File: src/sv/kat_ram.sv
// Generic single-port-write, single-read RAM with registered read data.
module kat_ram #(
  parameter int Width = 8,
  parameter int Depth = 16
) (
  input  logic                     clk,
  input  logic                     we,
  input  logic [$clog2(Depth)-1:0] waddr,
  input  logic [Width-1:0]         wdata,
  input  logic [$clog2(Depth)-1:0] raddr,
  output logic [Width-1:0]         rdata
);
  logic [Width-1:0] mem [Depth];

  // Write and registered read
  always_ff @(posedge clk) begin
    if (we) mem[waddr] <= wdata;
    rdata <= mem[raddr];
  end
endmodule

File: config.mk
export PLATFORM = sky130hd
export DESIGN_NAME = kat_ram
export DESIGN_NICKNAME = d
export VERILOG_FILES = /design/src/sv/kat_ram.sv
export SDC_FILE = /design/constraint.sdc
export NUM_CORES = 1
export LEC_CHECK = 0
export ABC_AREA = 1
export BUFFER_PORTS_ARGS = -buffer_cell sky130_fd_sc_hd__buf_2
export CAP_MARGIN = 20
export CORE_MARGIN = 2
export CORE_UTILIZATION = 60
export DETAILED_ROUTE_END_ITERATION = 12
export MAX_ROUTING_LAYER = met4
export PLACE_DENSITY = 0.78
export SETUP_SLACK_MARGIN = 0.2
export SLEW_MARGIN = 5
export SYNTH_ARGS = -nofsm -noshare
export SYNTH_HDL_FRONTEND = slang
export SYNTH_SLANG_ARGS = --single-unit
File: constraint.sdc
create_clock -name clk -period 1.3 [get_ports clk]
set_input_delay 0.195 -clock clk [delete_from_list [all_inputs] [get_ports clk]]
set_output_delay 0.195 -clock clk [all_outputs]
set_load 0.03 [all_outputs]
== Word-level counts from Yosys, hierarchy flattened ==
Memory sizes are Yosys's and may differ from the RTL's. A register that Yosys moved wholly into a read port is not among the register bits.
Index checks and enable logic that the tools add are counted.

* Flip-flop bits (word level): 0
* Latch bits: 0
* RAM bits: 128
* ROM bits: 0
* Input port bits: 18
* Output and inout port bits: 8
* Word-level logic and storage cells: 3
* Memories: 1

{| class="wikitable"
|+ Memory list
! name !! words !! bits a word !! rd ports !! clocked after Yosys merged registers in !! write ports !! line !! text
|-
| mem || 16 || 8 || 1 || 1 || 1 || 13 || <nowiki>logic [Width-1:0] mem [Depth];</nowiki>
|}

* Add/subtract/negate cells: 0
* $mul: 0
* Divide/modulo/power cells: 0
* Magnitude comparators: 0
* Equal/unequal tests: 0
* Shift-type cells: 0
* Muxes and demuxes: 2
* Bitwise gates (word level): 0
* Reductions and logical operators: 0

{| class="wikitable"
|+ Operators with widths
! operator !! number
|-
| 1-bit two-way mux || 2
|}

== Depth between registers and ports, before layout ==
Gate-level depths: netlist of the first run.

* Word-level depth: 2
* Depth in mapped cells: 8

== Least setup slack after synthesis of the first run ==
Ideal clock, no wire load.

* Path kind: in2reg
* Start: input port waddr[2]
* End: memory mem[10][0] (enable)
* Library setup time: 370 ps
* Data arrival time: 776 ps
* Slack: 154 ps
* Cell stages on the path: 2
* Path through: nand3b_1 nor2_1

{| class="wikitable"
|+ RTL lines
! element !! line !! text
|-
| start, declared || 8 || <nowiki>input logic [$clog2(Depth)-1:0] waddr,</nowiki>
|-
| end, declared || 13 ||
|}

No word-level cell before the write port.

== Final worst setup path of the first run ==
* Start: register rdata[5] (read register of mem)
* End: output port rdata[5]

{| class="wikitable"
|+ RTL lines
! element !! line !! text
|-
| start, declared || 11 || <nowiki>output logic [Width-1:0] rdata</nowiki>
|}

No word-level cell between the ends.

==> flow_summary.toml, run 1 <==
[worst_setup_path]
cpLargestDelayFamily = "flip-flops"
arrival_ns = 1.00
max_stage_delay_ns = 0.35
rr_worst_depth = 6
crit_fanout = 1
critPathKind = "reg -> out"
critical_path_required_ns = 1.11
cpMaxStageDelayCell = "dfxtp_2"
end_kind = "output pin"
critical_path_buf_inv_count = 1
crit_chain = "buf_6"
critPathLaunchType = "flop"
path_depth = 1

[route]
wl_met3_um = 1420
first_pass_iters = 6
highest_layer = "met4"
wl_met2_um = 6670
via_per_inst = 5.68
wire_per_inst_um = 18.6
routed_wirelength_um = 13700
drc = 0
wl_met1_um = 5140
ant_nets = 0
drt-initial-drc-count = 704
via_count = 4190

[yosys]
synth_edf_count = 128
syn_area_um2 = 5770
syn-num-nets = 569
yosys_most_used_dff = "edfxtp_1"
synth_warnings = 0
synth-async-reset-ratio_pct = 0
synth.distinct_cells = 12
synth.avg_cell_area_um2 = 10.5
synth_top_area_cell = "edfxtp_1"
synthTopCellsByArea = "edfxtp_1 (67%), nand2_1 (11%), nand3_1 (8.4%), inv_1 (6.5%), dfxtp_1 (2.8%)"
netlist.area_leader.share_pct = 66.7
syn_inst = 551
synth_common_cells = "nand2_1 (173), edfxtp_1 (128), inv_1 (100), nand3_1 (97), nor2_1 (17)"
ys_ff_latch = 136
synth-seq-area-share_pct = 69.4
synthMostInstantiatedCell = "nand2_1"

[run_status]
outcome = "finished clean"

[sta]
rsz0062_at_grt = "yes"
skew_ns = 0.00664
maxSlewViolCount = 0
whs_ns = 0.0461
fmax_ghz = 0.840
post-route-period-util_pct = 91.6
hold_violations = 0
setup_viol_count_final = 0
maxSlewHeadroom_pct = 73.0
min_period_ns = 1.19
tightestPinTransition_ns = 0.404
setup-tns-final_ns = 0

[global_route]
grt_pass1_wl_um = 21400
antenna_found_initial = 0
grt_pass1_vias = 4063
grt_util_all_layers_pct = 29.4
grt_max_degree = 45
grt_overflow_total = 0

[cells_and_area]
synthToLayoutAreaGrowth_pct = 18.3
drive_gt1_share_pct = 15.4
fin_util_pct = 73.5
antennaDiodeCount = 0
fin_nets = 615

[die]
core_um2 = 9280
row_count = 35
io_pins = 26
dieArea_um2 = 10400
die_w_um = 102
die_h_um = 102
start_util_pct = 62.1

[worst_hold_path]
hold_depth = 3
hold_path_class = "in -> reg"

[power_and_ir_drop]
p_per_area_nw_per_um2 = 1560
seqPwrFrac_pct = 46.4
vdd_ir_drop_max_mv = 0.968
clock_power_share_pct = 46.8
internal_power_w = 0.00841
switching_power_w = 0.00226
p_sw_share_pct = 21.1
p_leak_nw = 2.97
p_comb_share_pct = 6.8

[place]
gp_congestion = 0.878
io_buffers = 25
dpl.hpwl_um = 8200

[cts]
cts_max_level = 4
cts_tree = "done"
clockBufferDepth = 2
postCtsSetupBuffers = 0
ctsHoldBuffers = 0
cts.sinks = 136
cts_buffers = 17
clk_pin_slew_ns = 0.06
clk_latency_ns = 0.52
cts_resized = 24
cts-root-buf = "clkbuf_8"

[run]
cap_violations = 0
==> layer usage <==
| metal | track usage, % | vias up |
|---|---|---|
| met5 | - | - |
| met4 | 11.2 | 0 |
| met3 | 7.32 | 52 |
| met2 | 46.8 | 288 |
| met1 | 36.8 | 1984 |
| li1 | - | 1866 |
==> path summary, 6_finish.rpt <==
check / from / to / slack [ns]
max reg2reg: mem[0][6] / rdata[6] / 0.26
min reg2reg: mem[11][3] / rdata[3] / 0.69
max: rdata[5] / rdata[5] / 0.11
min: raddr[3] / rdata[2] / 0.05
==> final cells by class <==
| cell class | count | area [um2] |
|---|---|---|
| clock buffer | 17 | 414 |
| clock inverter | 14 | 206 |
| fill | 594 | 2460 |
| inverter | 102 | 383 |
| multi-input combinational | 289 | 1220 |
| sequential | 136 | 4010 |
| tap | 129 | 161 |
| timing repair buffer | 51 | 420 |
==> power by group through the flow <==
stage               registers [W]  logic, W  clock network, W
floorplan                 0.00507  0.000347                 0
finish                    0.00495  0.000724           0.00500
CTS                       0.00495  0.000713           0.00500
detailed placement        0.00502  0.000664                 0
global placement          0.00502  0.000643                 0
global route              0.00495  0.000779           0.00520
==> cells in the final DEF, fill, tap and decap left out <==
cell type     n
nand2_1     173
edfxtp_1    128
inv_1        99
nand3_1      96
buf_4        22
buf_2        17
clkbuf_16    16
nor2_1       15
buf_6         8
dfxtp_2       8
bufinv_16     5
clkinvlp_4    4
buf_12        4
inv_2         3
nand3b_1      2
nor2_2        2
clkinv_1      2
clkinv_2      2
nand3_2       1
clkbuf_8      1
clkinv_4      1
==> metrics by stage <==
stage / setup slack, ns / power (W) / instances / area, um2
2_1_floorplan: 0.154 / 0.00542 / 551 / 5770
3_3_place_gp: 0.0819 / 0.00566 / 707 / 6140
3_5_place_dp: 0.0618 / 0.00569 / 707 / 6140
4_1_cts: 0.0940 / 0.0107 / 738 / 6820
5_1_grt: 0.0802 / 0.0109 / 738 / 6820
6_report: 0.110 / 0.0107 / 738 / 6820
==> cells by family after synthesis <==
kind of cell  Yosys count  synth area share, %
flops                 136                 69.4
simple gates          289                 21.0
buf+inv               126                 9.52
==> flip-flops by register name, summed over array words and instances, names as in the netlist <==
signal and count:
mem 128, rdata 8
No activity file was read; power rests on OpenSTA's default activity.
==> run 2, diff against run 1 <==
clock period = 1.17 ns   (was 1.3 ns; I/O delays follow)
==> run 2 against run 1 <==
  * Clock skew is 0.0019 ns higher
  * Worst hold slack worse by 0.0088 ns
  * First-iteration DRC count is 51% lower
  * Sequential power is 11% higher
  * Register-to-register slack worse by 0.07 ns
  * Via count is 4.3% lower
==> flow_summary.toml, run 2 (synthesis results as in run 1) <==
[die]
dieArea_um2 = 10400
die_h_um = 102
io_pins = 26
start_util_pct = 62.1
core_um2 = 9280
row_count = 35
die_w_um = 102

[cts]
clk_latency_ns = 0.52
clk_pin_slew_ns = 0.06
cts.sinks = 136
cts_buffers = 17
cts-root-buf = "clkbuf_8"
cts_max_level = 4
clockBufferDepth = 2
cts_tree = "done"

[global_route]
grt_pass1_wl_um = 20600
grt_max_degree = 60
grt_overflow_total = 0
grt_pass1_vias = 3948
grt_util_all_layers_pct = 28.6
antenna_found_initial = 0

[sta]
maxSlewHeadroom_pct = 73.6
maxSlewViolCount = 0
setup_viol_count_final = 0
hold_violations = 0
rsz0062_at_grt = "yes"
fmax_ghz = 0.856
min_period_ns = 1.17
post-route-period-util_pct = 99.9
setup-tns-final_ns = 0
skew_ns = 0.00851
tightestPinTransition_ns = 0.396

[cells_and_area]
antennaDiodeCount = 0
finalNonFillerCells = 742
fillers = 589
reg_top3 = "mem (128), rdata (8)"
largest_register_ffs = 128
multi_input_area_um2 = 1530
final_common_cell = "nand2_1"
largest-register = "mem"
drive_gt1_share_pct = 27.1
synthToLayoutAreaGrowth_pct = 24.2
fin_nets = 618
fin_util_pct = 77.2
layout_common_cells = "nand2_1 (166), edfxtp_1 (128), inv_1 (97)"
ff_latch_area_um2 = 4010

[worst_setup_path]
critical_path_buf_inv_count = 1
crit_fanout = 1
arrival_ns = 0.99
critical_path_required_ns = 0.99
end_kind = "output pin"
max_stage_delay_ns = 0.34
cpLargestDelayFamily = "flip-flops"
cpMaxStageDelayCell = "dfxtp_2"
crit_chain = "buf_6"
critPathLaunchType = "flop"
critPathKind = "reg -> out"

[power_and_ir_drop]
vdd_ir_drop_max_mv = 1.03
power.total_w = 0.0119
p_leak_nw = 3.11
p_per_area_nw_per_um2 = 1660

[route]
via_count = 4009
drc = 0
first_pass_iters = 6
routed_wirelength_um = 13500
ant_nets = 0
drt-initial-drc-count = 348
via_per_inst = 5.40
wire_per_inst_um = 18.2

[place]
io_buffers = 25
gp_congestion = 0.826
dpl.hpwl_um = 7880
dp.cells = 710

[run]
cap_violations = 0

[run_status]
outcome = "finished clean"

[worst_hold_path]
hold_path_class = "in -> reg"
[run 2: power breakdown]
group          switching (W)  internal [W]
Clock                0.00188       0.00362
Combinational       0.000610      0.000302
Sequential         0.0000376       0.00545
Total                0.00253       0.00937
[run 2: final cells by class]
type / count / share of cell area, %
sequential: 136 / 56.0
tap: 129 / 2.25
clock buffer: 23 / 6.52
inverter: 102 / 5.34
multi-input combinational: 289 / 21.4
clock inverter: 9 / 2.08
timing repair buffer: 54 / 6.36
[run 2: metrics by stage]
step	hold slack [ns]	worst slack [ns]	area [um2]
after floorplan	0.274	0.0655	5790
after global placement	0.546	-0.0606	6190
after detailed placement	0.558	-0.100	6190
after CTS	0.00350	-0.0234	6970
after global routing	0.0492	-0.0229	7160
final	0.0373	0.00168	7160
[run 2: path summary, 6_finish.rpt]
| kind | start | endpoint | slack, ns | depth (start not counted) |
|---|---|---|---|---|
| max reg2reg | mem[6][0] | rdata[0] | 0.19 | 6 |
| min reg2reg | mem[11][3] | rdata[3] | 0.68 | 6 |
| min | raddr[3] | rdata[3] | 0.04 | 3 |
| max | rdata[6] | rdata[6] | 0.002 | 1 |
[run 2: timing repair]
action,in CTS,in global routing
setup buffers,0,0
pin swaps,7,25
hold buffers,0,0
gates resized for setup,44,45
endpoints found under the setup margin,15,16
[run 2: layer usage]
| layer | wire [um] | share of wire, % | global-route usage [%] | vias to the layer above |
|---|---|---|---|---|
| met5 | 0 | 0 | - | - |
| met4 | 376 | 2.8 | 12.1 | 0 |
| met3 | 800 | 5.9 | 5.13 | 36 |
| met2 | 7060 | 52 | 47.5 | 165 |
| met1 | 5300 | 39 | 34.8 | 1932 |
| li1 | - | - | - | 1876 |
