**config.mk**
```make
export PLATFORM = sky130hd
export DESIGN_NAME = kat_div
export DESIGN_NICKNAME = d
export VERILOG_FILES = /design/src/sv/kat_div.sv
export SDC_FILE = /design/constraint.sdc
export NUM_CORES = 1
export LEC_CHECK = 0
export ABC_AREA = 1
export BUFFER_PORTS_ARGS = -buffer_cell sky130_fd_sc_hd__buf_2
export CAP_MARGIN = 20
export CORE_MARGIN = 10
export CORE_UTILIZATION = 50
export CTS_CLUSTER_SIZE = 20
export DETAILED_ROUTE_END_ITERATION = 8
export HOLD_SLACK_MARGIN = 0.06
export PLACE_DENSITY = 0.76
export SLEW_MARGIN = 20
export SYNTH_ARGS = -nofsm -noshare
export SYNTH_HDL_FRONTEND = slang
export SYNTH_SLANG_ARGS = --single-unit
```
**constraint.sdc**
```tcl
create_clock -name clk -period 4.2 [get_ports clk]
set_input_delay 0.63 -clock clk [delete_from_list [all_inputs] [get_ports clk]]
set_output_delay 0.63 -clock clk [all_outputs]
set_load 0.1 [all_outputs]
```
**src/sv/kat_div.sv**
```systemverilog
// Restoring divider: 33-bit dividend by 17-bit divisor, one quotient bit a cycle.
module kat_div (
  input  logic        clk,
  input  logic        rst,
  input  logic        start,
  input  logic [32:0] dividend,
  input  logic [16:0] divisor,
  output logic        done,
  output logic [32:0] quotient
);
  logic [5:0]  cnt;
  logic [17:0] rem;
  logic [32:0] q;
  logic [16:0] dvs;
  logic        busy;
  logic [17:0] trial;

  assign trial = {rem[16:0], q[32]};

  // Shift in one dividend bit and subtract where it fits
  always_ff @(posedge clk) begin
    if (rst) begin
      busy <= 1'b0;
      done <= 1'b0;
      cnt  <= '0;
    end else begin
      done <= 1'b0;
      if (start) begin
        busy <= 1'b1;
        cnt  <= 6'd33;
        rem  <= '0;
        q    <= dividend;
        dvs  <= divisor;
      end else if (busy) begin
        if (trial >= {1'b0, dvs}) begin
          rem <= trial - {1'b0, dvs};
          q   <= {q[31:0], 1'b1};
        end else begin
          rem <= trial;
          q   <= {q[31:0], 1'b0};
        end
        cnt <= cnt - 6'd1;
        if (cnt == 6'd1) begin
          busy <= 1'b0;
          done <= 1'b1;
        end
      end
    end
  end

  assign quotient = q;

`ifndef NO_ASSERTIONS
  a_done_after_busy: assert property (@(posedge clk) disable iff (rst)
    done |-> $past(busy)) else $error("divider done without work");
  a_cnt_zero_idle: assert property (@(posedge clk) disable iff (rst)
    (!busy && !start) |=> !busy) else $error("divider woke by itself");
  a_done_pulse: assert property (@(posedge clk) disable iff (rst)
    done |=> !done) else $error("divider done held");
`endif
endmodule

```
Word level (Yosys, flattened, before mapping)
Cells that the tools add are included.

Flip-flop bits (word level): 75. Bits of input ports: 53. Output and inout port bits: 34. Logic and storage cells: 29.

Add/sub/neg operators: 2. Magnitude comparators: 1. Equal/unequal tests: 1. Muxes and demuxes: 11. Bitwise operators: 2. Reductions and logical operators: 5.

Operators by type and width (count): two-way mux 33 bit (2); two-way mux 17 bit (2); >= comparator 18 x 17 -> 1 bit (1); subtractor 17 bit (1); two-way mux 6 bit (2); == test 6 x 1 -> 1 bit (second input constant) (1); subtractor 6 x 1 -> 6 bit (second input constant) (1); two-way mux 1 bit (5); AND reduction 2 bit (2); OR reduction 3 bit (1); NOT 1 bit (2); nonzero test 2 bit (1); OR reduction 2 bit (1).

Logic depth before layout (Yosys ltp)
Gate-level depths: netlist of the first run.

Depth after elaboration: 4. Gate-level depth with buffers: 15. Gate-level depth less buffers: 14.

Worst setup path after synthesis of the first run
Ideal clock, no wire load.

Kind: input to register. From: input start. To: register q[0], in the netlist quotient[0] (enable). Library setup time: 476 ps. Arrival: 3505 ps. Slack: 218 ps. Stages: 3. Buffers on the path: 1. Cells stage by stage: clkbuf_1 -> inv_2 -> a21oi_1.

Word-level cells in the longest chain between the ends: 2.

RTL lines: start, declared (RTL line 5) `input logic start,`; nonzero test 2 bit (no line); AND reduction 2 bit (no line); end signal, assigned (RTL line 32) `q <= dividend;`; end signal, assigned (RTL line 37) `q <= {q[31:0], 1'b1};`; end signal, assigned (RTL line 40) `q <= {q[31:0], 1'b0};`; end, declared (RTL line 13) `logic [32:0] q;`.

Every way passes these cells. A chain may end at the register's enable or synchronous reset.

Final worst setup path of the first run
From: input start. To: register q[2], in the netlist quotient[2] (enable).

Same word-level chain as after synthesis.

==> impl_metrics.py, run 1 <==
metrics = {
    "hold_path": {
        "hold_class": "in2reg",
        "worst_hold_path.endpoint": "dvs[16]$_DFFE_PP_",
        "hp-start": "divisor[16]",
        "whs_path_depth": 1,
    },
    "setup_path": {
        "r2r_start": "quotient[32]$_DFFE_PP_",
        "cp-end-kind": "flip-flop",
        "crit_fanout": 36,
        "worst_ep_arrival_time_ns": 2.61,
        "path_delay_family": "buffers and inverters",
        "critPathLaunchType": "input pin",
        "path_buf_inv": 3,
        "slowest_stage": "a21oi_4",
        "worstRegToRegCells": 12,
        "slowest_delay_ns": 0.74,
        "worstReg2RegEnd": "rem[16]$_SDFFCE_PP0P_",
        "rrSetupSlack_ns": 1.85,
        "required_ns": 4.20,
        "critPathKind": "in2reg",
        "cp_cell_sequence": "buf_2, inv_2, a21oi_4, buf_4",
    },
    "floorplanning": {
        "pin_count": 87,
        "initial_utilization_pct": 51.23,
        "coreArea_sq_mm": 0.008678,
        "dieHeight_um": 114.3,
        "dieArea_sq_mm": 0.01306,
        "num_rows": 34,
        "die_w_um": 114.3,
    },
    "placement": {
        "placed_area_sq_mm": 0.004969,
        "place_congestion": 0.8914,
        "dp.cells": 732,
        "io_buffers": 86,
        "post-dp-hpwl_mm": 8.361,
        "place_ws_ns": 1.225,
    },
    "route": {
        "finalWirelength_mm": 10.34,
        "ant_nets": 0,
        "dr_wl_met2_mm": 4.611,
        "drt_iter0_markers": 262,
        "met1Wirelength_mm": 4.708,
        "wl_met3_um": 889,
        "dr.max_layer_used": "met4",
        "wire_per_inst_um": 13.82,
        "route.detailed.drc": 0,
        "routed-via-count": 3692,
        "viasPerCell": 4.936,
        "dr.pass1.iters": 6,
    },
    "power_and_ir_drop": {
        "leakagePower_nw": 2.640,
        "p_per_area_mw_per_mm2": 394.6,
        "total_power_mw": 2.024,
        "ir_drop_uv": 253.4,
    },
    "timing": {
        "slew_viol_final": 0,
        "period_share_pct": 62.08,
        "rsz0062_at_grt": "no",
        "worst_slew_pin_slew_ns": 0.8136,
        "skew_ns": 0.01185,
        "layout_setup_ws_ns": 1.593,
        "hold_ws_ns": 0.4684,
        "finalHoldViolCount": 0,
        "timing.final.crit_period_ns": 2.607,
        "relSlewSlack_pct": 45.64,
        "tns_ns": 0,
        "setup_viol": 0,
        "fmax_mhz": 383.5,
    },
    "clock_network": {
        "htreeDepth": 3,
        "cts_hold_buf": 0,
        "clock_path_buffers": 2,
        "cts_tree": "yes",
        "cts_root_buf": "clkbuf_8",
        "clock-sinks": 75,
        "cts_resized": 0,
        "path_clk_slew_ns": 0.08,
        "cts_setup_buffers": 0,
        "cts_buffers": 9,
        "clock_latency_ns": 0.33,
    },
    "global_route": {
        "antenna_found_initial": 0,
        "grt_overflow_total": 0,
        "grt_max_degree": 37,
        "grt_pass1_vias": 3814,
        "grt_pass1_wl_mm": 17.36,
        "grt.total_usage_pct": 16.16,
    },
    "cells_and_area": {
        "area_delta_synth_final_pct": 15.40,
        "multiInputGateArea_sq_mm": 0.001901,
        "final_common_cell": "nand2_1",
        "finalInstanceArea_sq_mm": 0.005130,
        "final_cells": 748,
        "layout-drive-gt1-share_pct": 22.81,
        "fill_cells": 812,
        "register_area_sq_mm": 0.002172,
        "layout_common_cells": "222 x nand2_1, 86 x buf_2, 72 x inv_1",
        "n_antenna_cell": 0,
        "layout.nets": 708,
        "utilization_pct": 59.11,
    },
    "yosys": {
        "yosysWarnings": 0,
        "syn_area_per_cell_sq_um": 8.127,
        "ys_ff_latch": 75,
        "syn_nets": 620,
        "synth.distinct_cells": 33,
        "syn_area_sq_mm": 0.004446,
        "seq_area_frac_synth_pct": 48.86,
        "syn-instance-count": 547,
    },
    "run": {
        "cap_viol_max_count": 0,
    },
    "run_status": {
        "status": "finished, final reports clean",
    },
}
==> cell usage after synthesis, drive strengths merged <==
library cell  number  area [sq um]
clkbuf             7         26.28
nand2            233         912.1
xnor2              2         17.52
a31oi              1         6.260
inv               80         300.3
nand4              5         31.28
ha                19         237.7
nor2              59         274.0
o21bai             1         7.510
nor3b              1         7.510
xor2               7         61.31
nand3             18         110.1
fa                 1         20.02
a21oi             11         55.05
buf                6         57.55
nand3b            12         93.84
or2                2         12.52
and2               2         12.51
nor3               4         25.02
edfxtp            67          2012
o21ai              1         5.000
dfxtp              8         160.2
==> where the power goes <==
group | total, mW | switching, mW | internal [mW] | leakage [nW]
clock network | 0.467 | 0.254 | 0.213 | 0.0874
logic | 0.639 | 0.459 | 0.180 | 1.84
registers | 0.918 | 0.0314 | 0.887 | 0.708
==> registers in the layout, indices dropped and copies added, names as in the netlist <==
name	count
busy	1
done	1
quotient	33
cnt	6
dvs	17
rem	17
==> cell type report <==
cell class / instances / share of cell area [%]
inverters: 80 / 5.854
well taps: 108 / 2.634
repair buffers: 90 / 8.976
flip-flops and latches: 75 / 42.34
clock inverters: 5 / 0.5854
multi-input cells: 379 / 37.05
clock buffers: 11 / 2.561
==> kinds of logic after synthesis <==
kind of cell,share of synthesized area [%]
adders and majority gates,5.798
DFF,48.86
buffers and inverters,8.641
and+or+nand+nor,33.27
xor gates and xnor gates,1.773
AOI/OAI and AO/OA,1.661
==> worst register-to-register path: stages (launching register included) <==
cell	delay (ns)
edfxtp_1	0.42
inv_1	0.11
ha_1	0.14
inv_1	0.07
fa_1	0.48
nand3_2	0.14
nand3_2	0.11
nand2_4	0.16
nand2_4	0.18
nand2_1	0.15
nand2_1	0.06
nand2_1	0.07
inv_1	0.04
==> routing by layer <==
metal  global-route usage (%)  vias to the layer above
met5                        0                        -
met4                    4.177                        0
met3                    5.608                       12
met2                    25.21                      130
met1                    20.90                     1667
li1                         -                     1883
==> worst max-delay path by stage <==
| stage | endpoint | slack, ns | start | cells after the start |
|---|---|---|---|---|
| floorplan | quotient[0]$_DFFE_PP_ | 0.22 | start | 3 |
| global placement | rem[15]$_SDFFCE_PP0P_ | 1.28 | start | 4 |
| detailed placement | quotient[0]$_DFFE_PP_ | 1.23 | start | 4 |
| CTS | quotient[2]$_DFFE_PP_ | 1.59 | start | 4 |
| global route | rem[9]$_SDFFCE_PP0P_ | 1.39 | start | 4 |
| finish | quotient[2]$_DFFE_PP_ | 1.59 | start | 4 |
Power figures use the tool's default switching activity.
==> run 2: changes to the inputs <==
==> constraint.sdc (replaced) <==
create_clock -name clk -period 2.3 [get_ports clk]
set_input_delay 0.345 -clock clk [delete_from_list [all_inputs] [get_ports clk]]
set_output_delay 0.345 -clock clk [all_outputs]
set_load 0.1 [all_outputs]
==> run 2 against run 1 <==
Compared with the run above:
- clock skew is 0.0030 ns lower
- via count grew 0.73%
- register-to-register slack lost 1.7 ns
- sequential power increased by 82%
- worst setup slack worse by 1.4 ns
- die area stayed put
- global-route usage rose by 0.25 points
- flip-flop and latch count did not move
- final area is 2.4% higher
- clock power increased by 140%
- combinational power rose by 86%
- critical endpoint is now rem[3]$_SDFFCE_PP0P_
- largest power group unchanged
==> impl_metrics.py, run 2 (synthesized netlist as in run 1, its figures left out) <==
metrics = {
    "run_status": {
        "status": "finished, final reports clean",
    },
    "cells_and_area": {
        "final_cells": 753,
        "area_delta_synth_final_pct": 18.13,
        "finalInstanceArea_sq_mm": 0.005251,
        "layout.nets": 713,
        "n_antenna_cell": 0,
        "layout_common_cells": "222 x nand2_1, 86 x buf_2, 70 x inv_1",
        "final_common_cell": "nand2_1",
        "largest_reg_flops": 33,
        "layout-drive-gt1-share_pct": 24.34,
        "utilization_pct": 60.51,
    },
    "setup_path": {
        "path_buf_inv": 2,
        "worstReg2RegEnd": "rem[3]$_SDFFCE_PP0P_",
        "r2r_start": "rem[11]$_SDFFCE_PP0P_",
        "critPathKind": "reg2reg",
        "rrSetupSlack_ns": 0.16,
        "slowest_stage": "edfxtp_1",
        "worstRegToRegCells": 12,
        "crit_start": "rem[11]$_SDFFCE_PP0P_",
        "crit_fanout": 12,
        "path_delay_family": "simple AND/OR/NAND/NOR gates",
        "critPathLaunchType": "flip-flop",
        "slowest_delay_ns": 0.42,
        "cp.depth": 12,
        "crit_path_end": "rem[3]$_SDFFCE_PP0P_",
        "worst_ep_arrival_time_ns": 2.24,
        "cp_cell_sequence": "ha_1, nand2_2, inv_2, nand2_1, nand2_1, nand2_2, nand2_2, nor2_4, buf_4, nand3b_1, nand2_1, nor2_1",
        "cp-end-kind": "flip-flop",
        "required_ns": 2.41,
    },
    "clock_network": {
        "cts_root_buf": "clkbuf_8",
        "htreeDepth": 3,
        "clock-sinks": 75,
        "clock_path_buffers": 2,
        "cts_buffers": 9,
        "path_clk_slew_ns": 0.08,
        "cts_hold_buf": 0,
        "cts_resized": 0,
        "clock_latency_ns": 0.35,
        "cts_tree": "yes",
        "cts_setup_buffers": 0,
    },
    "power_and_ir_drop": {
        "p_sw_share_pct": 35.24,
        "ir_drop_uv": 512.7,
        "power.switching_mw": 1.400,
        "power.share.combinational_pct": 29.9,
        "total_power_mw": 3.971,
        "power_frac_seq_pct": 42.1,
        "p_per_area_mw_per_mm2": 756.3,
        "intPower_mw": 2.572,
        "leakagePower_nw": 2.684,
        "p_clk_share_pct": 28.0,
    },
    "timing": {
        "hold_ws_ns": 0.1679,
        "relSlewSlack_pct": 66.05,
        "period_share_pct": 92.87,
        "finalHoldViolCount": 0,
        "setup_viol": 0,
        "timing.final.crit_period_ns": 2.136,
        "layout_setup_ws_ns": 0.1641,
        "rsz0062_at_grt": "no",
        "worst_slew_pin_slew_ns": 0.5127,
        "slew_viol_final": 0,
        "fmax_mhz": 468.2,
        "tns_ns": 0,
        "skew_ns": 0.008823,
    },
    "global_route": {
        "grt_max_degree": 36,
        "grt.total_usage_pct": 16.40,
        "antenna_found_initial": 0,
        "grt_overflow_total": 0,
        "grt_pass1_wl_mm": 17.45,
        "grt_pass1_vias": 3720,
    },
    "placement": {
        "placed_area_sq_mm": 0.005026,
        "place_congestion": 0.9521,
        "post-dp-hpwl_mm": 8.061,
        "place_ws_ns": 0.1779,
        "io_buffers": 86,
        "dp.cells": 737,
    },
    "floorplanning": {
        "dieArea_sq_mm": 0.01306,
        "num_rows": 34,
        "dieHeight_um": 114.3,
        "die_w_um": 114.3,
        "coreArea_sq_mm": 0.008678,
        "pin_count": 87,
        "initial_utilization_pct": 51.23,
    },
    "route": {
        "ant_nets": 0,
        "dr.pass1.iters": 5,
        "viasPerCell": 4.939,
        "wire_per_inst_um": 13.96,
        "route.detailed.drc": 0,
        "drt_iter0_markers": 218,
        "finalWirelength_mm": 10.51,
        "routed-via-count": 3719,
    },
    "hold_path": {
        "hold_class": "in2reg",
    },
    "run": {
        "cap_viol_max_count": 0,
    },
}
run 2: worst min path at each step:
stage | cells past startpoint | slack (ns) | start | endpoint
floorplan | 1 | 0.41 | rst | cnt[0]$_SDFFE_PP0N_
global placement | 1 | 0.47 | busy$_SDFF_PP0_ | cnt[1]$_SDFFE_PP0P_
detailed placement | 1 | 0.49 | busy$_SDFF_PP0_ | cnt[1]$_SDFFE_PP0P_
CTS | 1 | 0.16 | divisor[16] | dvs[16]$_DFFE_PP_
global route | 1 | 0.15 | divisor[16] | dvs[16]$_DFFE_PP_
finish | 1 | 0.17 | divisor[16] | dvs[16]$_DFFE_PP_
run 2: power groups by stage:
stage	registers (mW)	clock network [mW]	logic, mW
floorplan	1.98	0	0.658
global placement	1.70	0	1.17
detailed placement	1.70	0	1.18
CTS	1.67	1.14	1.18
global route	1.68	1.19	1.31
finish	1.67	1.11	1.19
run 2: layout make-up:
| class | count | area [sq um] |
|---|---|---|
| sequential | 75 | 2172 |
| clock buffer | 10 | 127.6 |
| inverter | 80 | 300.3 |
| fill | 787 | 3427 |
| clock inverter | 6 | 88.84 |
| multi-input combinational | 379 | 1929 |
| timing repair buffer | 95 | 498.0 |
| tap | 108 | 135.1 |
run 2: metal layers:
metal,global-route usage [%],share of wire (%),up-vias
met5,0,0,-
met4,4.678,1.2,0
met3,6.499,10,14
met2,25.63,45,137
met1,20.54,44,1677
li1,-,-,1891
==> run 3: changes to the inputs <==
--- a/config.mk
+++ b/config.mk
@@ -14,6 +14,7 @@
 export DETAILED_ROUTE_END_ITERATION = 8
 export HOLD_SLACK_MARGIN = 0.06
 export PLACE_DENSITY = 0.76
+export SETUP_SLACK_MARGIN = 0.4
 export SLEW_MARGIN = 20
 export SYNTH_ARGS = -nofsm -noshare
 export SYNTH_HDL_FRONTEND = slang
==> run 3 against run 2 <==
Compared with the run above:
- via count up 8.1%
- combinational power up 28%
- sequential share of layout area down 4.3 points
- wire length up 17%
- final area up 12%
==> impl_metrics.py, run 3 (synthesized netlist as in run 1, its figures left out) <==
metrics = {
    "hold_path": {
        "hold_class": "in2reg",
        "whs_path_depth": 1,
    },
    "setup_path": {
        "slowest_stage": "edfxtp_1",
        "critPathKind": "reg2reg",
        "path_delay_family": "simple AND/OR/NAND/NOR gates",
        "cp.depth": 10,
        "worst_ep_arrival_time_ns": 2.20,
        "slowest_delay_ns": 0.44,
        "critPathLaunchType": "flip-flop",
        "cp_common_cell": "nor2_1",
        "path_buf_inv": 1,
        "worstRegToRegCells": 10,
        "crit_fanout": 6,
        "cp_cell_sequence": "ha_4, a21oi_4, nor2_1, nor2_2, nand2_2, nor2_4, buf_8, nand3_1, nand2_1, nor2_1",
        "cp-end-kind": "flip-flop",
        "required_ns": 2.40,
    },
    "power_and_ir_drop": {
        "p_per_area_mw_per_mm2": 721.1,
        "leakagePower_nw": 2.898,
        "ir_drop_uv": 426.2,
        "total_power_mw": 4.226,
    },
    "route": {
        "finalWirelength_mm": 12.26,
        "drt_iter0_markers": 271,
        "wire_per_inst_um": 15.56,
        "ant_nets": 0,
        "routed-via-count": 4021,
        "dr.pass1.iters": 5,
        "route.detailed.drc": 0,
        "viasPerCell": 5.103,
    },
    "timing": {
        "slew_viol_final": 0,
        "fmax_mhz": 477.0,
        "setup_viol": 0,
        "tns_ns": 0,
        "rsz0062_at_grt": "yes",
        "relSlewSlack_pct": 66.74,
        "finalHoldViolCount": 0,
        "period_share_pct": 91.16,
        "timing.final.crit_period_ns": 2.097,
        "skew_ns": 0.009839,
        "worst_slew_pin_slew_ns": 0.5024,
        "layout_setup_ws_ns": 0.2034,
    },
    "clock_network": {
        "cts_root_buf": "clkbuf_8",
        "cts_hold_buf": 0,
        "clock_latency_ns": 0.35,
        "htreeDepth": 3,
        "cts_tree": "yes",
        "clock_path_buffers": 2,
        "clock-sinks": 75,
        "cts_buffers": 9,
        "path_clk_slew_ns": 0.08,
    },
    "cells_and_area": {
        "layout.nets": 748,
        "register_area_sq_mm": 0.002172,
        "largest_reg_flops": 33,
        "fill_cells": 679,
        "layout_common_cells": "204 x nand2_1, 86 x buf_2, 69 x inv_1",
        "layout-drive-gt1-share_pct": 33.97,
        "area_delta_synth_final_pct": 31.83,
        "n_antenna_cell": 0,
        "final_common_cell": "nand2_1",
        "multiInputGateArea_sq_mm": 0.002250,
    },
    "placement": {
        "io_buffers": 86,
        "place_congestion": 0.9694,
        "place_ws_ns": 0.1255,
        "post-dp-hpwl_mm": 8.278,
    },
    "global_route": {
        "grt_max_degree": 36,
        "grt_overflow_total": 0,
        "grt_pass1_vias": 4044,
        "grt_pass1_wl_mm": 19.31,
        "antenna_found_initial": 0,
        "grt.total_usage_pct": 18.23,
    },
    "floorplanning": {
        "coreArea_sq_mm": 0.008678,
        "pin_count": 87,
        "die_w_um": 114.3,
        "num_rows": 34,
        "dieHeight_um": 114.3,
        "dieArea_sq_mm": 0.01306,
        "initial_utilization_pct": 51.23,
    },
    "run": {
        "cap_viol_max_count": 0,
    },
    "run_status": {
        "status": "finished, final reports clean",
    },
}
run 3: cell types whose count changed in the layout (fill, tap and decap cells not counted), moves of 7 or more:
cell	previous run	this run
buf_4	9	40
ha_1	18	4
ha_4	1	15
nand2_1	222	204
nand2_2	9	24
nor2_4	3	10
run 3: where the power goes:
part | switching, mW | internal [mW] | total (mW)
clock | 0.520 | 0.504 | 1.02
sequential | 0.0643 | 1.62 | 1.68
combinational | 0.979 | 0.541 | 1.52
total | 1.56 | 2.66 | 4.23
run 3: final timing paths:
path | from | endpoint | slack [ns]
max | rem[14]$_SDFFCE_PP0P_ | rem[0]$_SDFFCE_PP0P_ | 0.20
min | divisor[16] | dvs[16]$_DFFE_PP_ | 0.16
min reg2reg | cnt[0]$_SDFFE_PP0N_ | cnt[0]$_SDFFE_PP0N_ | 0.54
max reg2reg | rem[14]$_SDFFCE_PP0P_ | rem[0]$_SDFFCE_PP0P_ | 0.20
run 3: per-layer routing:
layer  routed length [um]  GRT usage, %  part of all wire [%]  vias up
met4                  255         6.934                   2.1        0
li1                     -             -                     -     1964
met3                 1050         5.660                   8.6       20
met2                 5883         30.33                    48      165
met5                    0             0                     0        -
met1                 5070         21.55                    41     1872
run 3: what timing repair did:
action / 4_1_cts / 5_1_grt
setup buffers: 24 / 11
pin swaps: 18 / 14
setup endpoints to repair: 18 / 18
gates cloned: 0 / 1
gates resized for setup: 38 / 22
run 3: through the flow:
stage	hold slack [ns]	cell area [sq um]	cells	util, %
floorplan	0.4144	4491	547	-
global placement	0.4746	5029	736	57.94
detailed placement	0.5024	5029	736	57.94
CTS	0.1472	5673	776	65.37
global route	0.1494	5861	788	67.53
finish	0.1613	5861	788	67.53
run 3: final cells by class:
type	instances	area share, %
Sequential cell	75	37.06
Inverter	80	5.209
Multi-Input combinational cell	379	38.39
Clock buffer	10	2.178
Clock inverter	6	1.110
Timing Repair Buffer	130	13.75
Tap cell	108	2.306
